<file path="src/rtl/pfa_pkg.sv">
// Package: sizes, status codes and sequencer states for the paged frame allocator.
`timescale 1ns / 1ps
package pfa_pkg;
    localparam int FRAME_COUNT   = 256;
    localparam int PROCESS_SLOTS = 16;
    localparam int MAX_PAGES     = 64;
    localparam int FRAME_W = $clog2(FRAME_COUNT);
    localparam int SLOT_W  = $clog2(PROCESS_SLOTS);
    localparam int PAGE_W  = $clog2(MAX_PAGES);
    localparam int COUNT_W = $clog2(MAX_PAGES + 1);
    localparam int FREE_W  = $clog2(FRAME_COUNT + 1);
    localparam int MAP_W   = SLOT_W + PAGE_W;

    typedef enum logic [1:0] {
        ST_OK        = 2'd0,
        ST_OOM       = 2'd1,
        ST_NOT_FOUND = 2'd2
    } t_status;

    typedef enum logic [2:0] {
        S_IDLE,
        S_CHECK,
        S_SCAN,
        S_FREE_RD,
        S_FREE_WR,
        S_LOOK,
        S_DONE
    } t_state;

    localparam logic FUNC_RESIZE = 1'b0;
    localparam logic FUNC_LOOKUP = 1'b1;
endpackage

</file>
<file path="src/rtl/pfa_bitmap.sv">
// Frame-in-use bitmap with a walking scan pointer for the lowest free frame.
`timescale 1ns / 1ps
module pfa_bitmap (
    input  logic                  i_clk,
    input  logic                  i_rst_n,
    input  logic                  i_scan_start,
    input  logic                  i_scan_step,
    input  logic                  i_set,
    input  logic                  i_clr,
    input  logic [pfa_pkg::FRAME_W-1:0] i_clr_frame,
    output logic                  o_cur_free,
    output logic [pfa_pkg::FRAME_W-1:0] o_cur_frame
);
    import pfa_pkg::*;

    logic [FRAME_COUNT-1:0] r_used;
    logic [FRAME_W-1:0]     r_ptr;

    assign o_cur_frame = r_ptr;
    assign o_cur_free  = ~r_used[r_ptr];

    always_ff @(posedge i_clk) begin
        if (!i_rst_n) begin
            r_used <= '0;
            r_ptr  <= '0;
        end else begin
            if (i_set) r_used[r_ptr] <= 1'b1;
            if (i_clr) r_used[i_clr_frame] <= 1'b0;
            if (i_scan_start) r_ptr <= '0;
            else if (i_scan_step) r_ptr <= r_ptr + 1'b1;
        end
    end
endmodule

</file>
<file path="config.mk">
export PLATFORM = sky130hd
export DESIGN_NAME = pfa_bitmap
export DESIGN_NICKNAME = d
export VERILOG_FILES = /design/src/rtl/pfa_pkg.sv /design/src/rtl/pfa_bitmap.sv
export SDC_FILE = /design/constraint.sdc
export NUM_CORES = 1
export LEC_CHECK = 0
export BUFFER_PORTS_ARGS = -buffer_cell sky130_fd_sc_hd__buf_2
export CAP_MARGIN = 20
export CORE_ASPECT_RATIO = 0.6
export CORE_UTILIZATION = 51
export DETAILED_ROUTE_END_ITERATION = 8
export GPL_TIMING_DRIVEN = 1
export PLACE_DENSITY = 0.67
export SYNTH_ARGS = -nofsm -noshare
export SYNTH_HDL_FRONTEND = slang
export SYNTH_SLANG_ARGS = --single-unit
</file>
<file path="constraint.sdc">
create_clock -name i_clk -period 3.7 [get_ports i_clk]
set_input_delay 1.11 -clock i_clk [delete_from_list [all_inputs] [get_ports i_clk]]
set_output_delay 1.11 -clock i_clk [all_outputs]
set_load 0.01 [all_outputs]
</file>
---- After elaboration in Yosys (flattened, before gate mapping) ----
Cells that the tools add are included.
word-level totals
  register bits after elaboration ......... 264
  input port bits ......................... 14
  logic and storage cells ................. 24
cells by class
  add/subtract/negate cells ............... 1
  $lt $le $gt $ge ......................... 4
  muxes and demuxes ....................... 9
  bitwise gates (word level) .............. 5
  reduce and logical (&&, ||, !) cells .... 3
operator list
  cell                                                 number
  two-way mux 256 bit                                  3
  bitwise AND 256 bit                                  1
  inverter 256 bit                                     1
  bitwise OR 256 bit                                   1
  < comparator 8 x 9 -> 1 bit, second input constant   2
  demux 1 bit (select 8 bit)                           2
  >= comparator 8 x 1 -> 1 bit, second input constant  2
  adder 8 x 1 -> 8 bit, second input constant          1
  binary-select mux 1 bit (select 8 bit)               1
  two-way mux 1 bit                                    3
  logical AND 1 bit                                    2
  inverter 1 bit                                       2
  OR reduction 2 bit                                   1

---- Longest topological paths before layout ----
  word-level depth ........................ 9
  mapped depth ............................ 12
  gate-level depth less buffers ........... 6

---- Worst setup path after synthesis ----
OpenSTA, ideal clock, no wires.
  path type ............................... register to output
  start point ............................. register r_ptr[1], in the netlist o_cur_frame[1]
  end point ............................... output o_cur_free
  arrival ................................. 2.128 ns
  data required time ...................... 2.590 ns
  slack ................................... 0.462 ns
  cell stages (with the launch flop) ...... 9
  path buffers ............................ 2
  path through ............................ dfxtp_1 -> buf_2 -> buf_2 -> mux4_2 -> a22oi_1 -> a21oi_1 -> o41ai_1 -> nand3_1 -> nand2_1
on the way
  word-level cells in the longest chain between the ends .. 3
ends and longest elaborated chain
  element                                  line              RTL
  from (decl)                              pfa_bitmap.sv:17  logic [FRAME_W-1:0] r_ptr;
  from (signal assigned)                   pfa_bitmap.sv:30  else if (i_scan_step) r_ptr <= r_ptr + 1'b1;
  binary-select mux 1 bit (select 8 bit)   pfa_bitmap.sv:20  assign o_cur_free = ~r_used[r_ptr];
  two-way mux 1 bit (implied by the code)  pfa_bitmap.sv:20
  inverter 1 bit                           pfa_bitmap.sv:20
  to (decl)                                pfa_bitmap.sv:11  output logic o_cur_free,
Every way passes these cells. The select of a mux whose other input is x is not followed.

---- Worst setup path in the final report ----
  start point ............................. register r_ptr[0], in the netlist o_cur_frame[0]
  end point ............................... output o_cur_free
Same word-level chain as after synthesis.

==> flow_metrics.tcl <==
set metrics [dict create \
    hpwl_mm 26.6 \
    worstPathRequired_ns 2.59 \
    finalCriticalPeriod_ns 3.95 \
    die_w_um 200 \
    wl_per_cell_um 25.8 \
    ys_seq_elements 264 \
    power_w 0.00604 \
    n_fill_cell 1960 \
    fp.dieArea_um2 24100 \
    wl_mm 46.0 \
    track_usage 0.379 \
    p_int_w 0.00463 \
    worstMarginPinSlew_ns 1.05 \
    syn_inst 1435 \
    clk_latency_ns 0.55 \
    postCtsHoldBufs 0 \
    clock.fmax_ghz 0.253 \
    final_cell_mix "nor2_1, dfxtp_1, a21oi_1" \
    met3_usage 0.149 \
    gp_congestion 0.931 \
    yosysWarnings 0 \
    async_flop_share 0 \
    synth.mux.area_fraction 0.121 \
    place_area_um2 12600 \
    pre_cts_slack_ns 0.00860 \
    fin_skew_ns 0.0138 \
    hold_violations 0 \
    grt_util_met1 0.542 \
    grt_max_degree 173 \
    synth_xor_area_frac 0.00365 \
    grt-ovfl-total 0 \
    htree_num_levels 1 \
    io_buffer_count 22 \
    crit_family "compound AO/OA/AOI/OAI gates" \
    synth_compound_area_frac 0.223 \
    p_leak_nw 4.77 \
    grt_pass1_wl_mm 67.0 \
    crit_slowest_cell "mux4_2" \
    use_met2 0.515 \
    die_height_um 121 \
    drc_errors 0 \
    worst_path_most_repeated_cell "buf_12" \
    cts_buffer_depth 3 \
    ios 23 \
    maxSlewHeadroom 0.299 \
    pwr-share-comb 0.055 \
    pwr_density_cell_nw_per_um2 425 \
    p_sw_w 0.00140 \
    ys.flop_type "dfxtp_1" \
    regArea_um2 5290 \
    netlist_area_um2 12000 \
    syn_nets 1453 \
    synth_edf_count 0 \
    grt_pass1_vias 10600 \
    fin_crit_sh 1.07 \
    grt.busiest_layer "met1" \
    status "finished, violations left" \
    firstDrtPassIters 6 \
    setup-tns-final_ns -0.251 \
    vias_per_cell 6.56 \
    area_growth_pct 18.4 \
    cts_sinks 264 \
    path_buf_inv 4 \
    crit_chain "buf_12 -> buf_12 -> buf_4 -> mux4_2 -> a22oi_2 -> a21oi_2 -> o41ai_2 -> nand3_1 -> nand2_4 -> buf_6" \
    synth_fa_ha_area_frac 0.00418 \
    hold_path_class "reg -> reg" \
    via_count 11700 \
    drv_cap 0 \
    synth.avg_cell_area_um2 8.35 \
    crit_type "reg -> out" \
    clockRootBuffer "clkbuf_16" \
    worst_ir_drop_vdd_v 0.000291 \
    rows 43 \
    final_common_cell "nor2_1" \
    drv_slew 0 \
    yosys.area_share.simple 0.156 \
    ys_seq_area_frac 0.441 \
    power_frac_clock 0.474 \
    drt.antenna.violating_nets 0 \
    critPathMaxFanout 7 \
    clk_pin_slew_ns 0.07 \
    start_util 0.519 \
    drtIter0Drc 1801 \
    critPathMaxStageDelay_ns 0.52 \
    worstSetupStartpointType "register" \
    setup_violations 1 \
    numCtsBuffers 25 \
    multiInputGateArea_um2 6340 \
    violations "setup timing" \
    synth_cell_type_count 34 \
    synth_top_family_by_area "compound AO/OA/AOI/OAI gates" \
    drive_above_1_share 0.196 \
    coreArea_um2 23100 \
    antenna_found_initial 0 \
    pwr-share-seq 0.471 \
    swShare 0.233 \
    setup_ws_ns -0.251 \
    crit_path_end_kind "output pin" \
    final_nets 1467 \
    worst_ep_arrival_time_ns 2.84 \
    rsz0062_at_grt "true" \
    cts_tree "yes" \
    fin_area_um2 14200 \
]
-- power groups by stage --
stage	combinational, W	sequential [W]	clock [W]
2_1_floorplan	0.000179	0.00291	0
3_3_place_gp	0.000262	0.00291	0
3_5_place_dp	0.000263	0.00291	0
4_1_cts	0.000290	0.00284	0.00286
5_1_grt	0.000350	0.00284	0.00299
6_report	0.000332	0.00284	0.00286
-- path summary, 6_finish.rpt --
path,start,to,slack (ns),cells after the start
worst max-delay path,o_cur_frame[0]$_SDFFE_PP0P_,o_cur_free,-0.25,10
worst min register to register,r_used[2]$_SDFF_PN0_,r_used[2]$_SDFF_PN0_,0.48,2
worst max register to register,o_cur_frame[2]$_SDFFE_PP0P_,r_used[199]$_SDFF_PN0_,1.23,5
worst min-delay path,r_used[2]$_SDFF_PN0_,r_used[2]$_SDFF_PN0_,0.48,2
-- per-stage QoR --
stage / hold slack [ns] / std cells / util
2_1_floorplan: 0.432 / 1435 / -
3_3_place_gp: 0.455 / 1701 / 0.546
3_5_place_dp: 0.463 / 1701 / 0.546
4_1_cts: 0.479 / 1759 / 0.596
5_1_grt: 0.498 / 1782 / 0.615
6_report: 0.477 / 1783 / 0.615
-- metal layers --
metal / share of wire / wire (um) / vias up
met5: 0 / 0 / -
li1: - / - / 5134
met3: 0.16 / 7400 / 119
met2: 0.40 / 18400 / 911
met4: 0.034 / 1580 / 0
met1: 0.40 / 18600 / 5536
-- area by class of cell --
type / instances / share of cell area
Inverter: 5 / 0.00132
Clock buffer: 32 / 0.0488
Sequential cell: 264 / 0.373
Antenna cell: 1 / 0.000176
Clock inverter: 13 / 0.0140
Multi-Input combinational cell: 1020 / 0.447
Tap cell: 315 / 0.0278
Timing Repair Buffer: 133 / 0.0878
-- cell usage after synthesis (9+ instances only) --
cell,instances,share of area
nor2_1,271,0.085
dfxtp_1,264,0.44
a21oi_1,260,0.11
o21ai_0,198,0.083
clkbuf_1,127,0.040
nor3_1,66,0.028
mux4_2,64,0.12
a22oi_1,32,0.020
nand2_1,30,0.0094
and3_1,20,0.010
nand3_1,20,0.0084
a31oi_1,14,0.0073
buf_2,13,0.0054
nor2b_1,9,0.0047
-- worst register-to-register path: cells and delay by family (launching register included) --
kind / cells / cell delay (ns)
flip-flops: 1 / 0.47
AO/OA/AOI/OAI: 1 / 0.18
AND/OR/NAND/NOR: 3 / 1.49
buffers and inverters: 1 / 0.27
-- flip-flops by register name (all words and copies together) (netlist names) --
name / cells
r_used: 256
o_cur_frame: 8
-- logic make-up after synthesis --
| logic type | after synthesis |
|---|---|
| mux | 65 |
| flops | 264 |
| simple gates | 436 |
| xor+xnor | 5 |
| compound gates | 510 |
| fa+ha+maj | 4 |
| buf+inv | 151 |
-- what timing repair did --
| item | CTS | global route |
|---|---|---|
| setup buffers | 13 | 20 |
| cloned | 0 | 3 |
| gates resized for setup | 32 | 33 |
| pin swaps | 8 | 24 |
| setup endpoints to repair | 1 | 1 |
No activity file was read; power rests on OpenSTA's default activity.
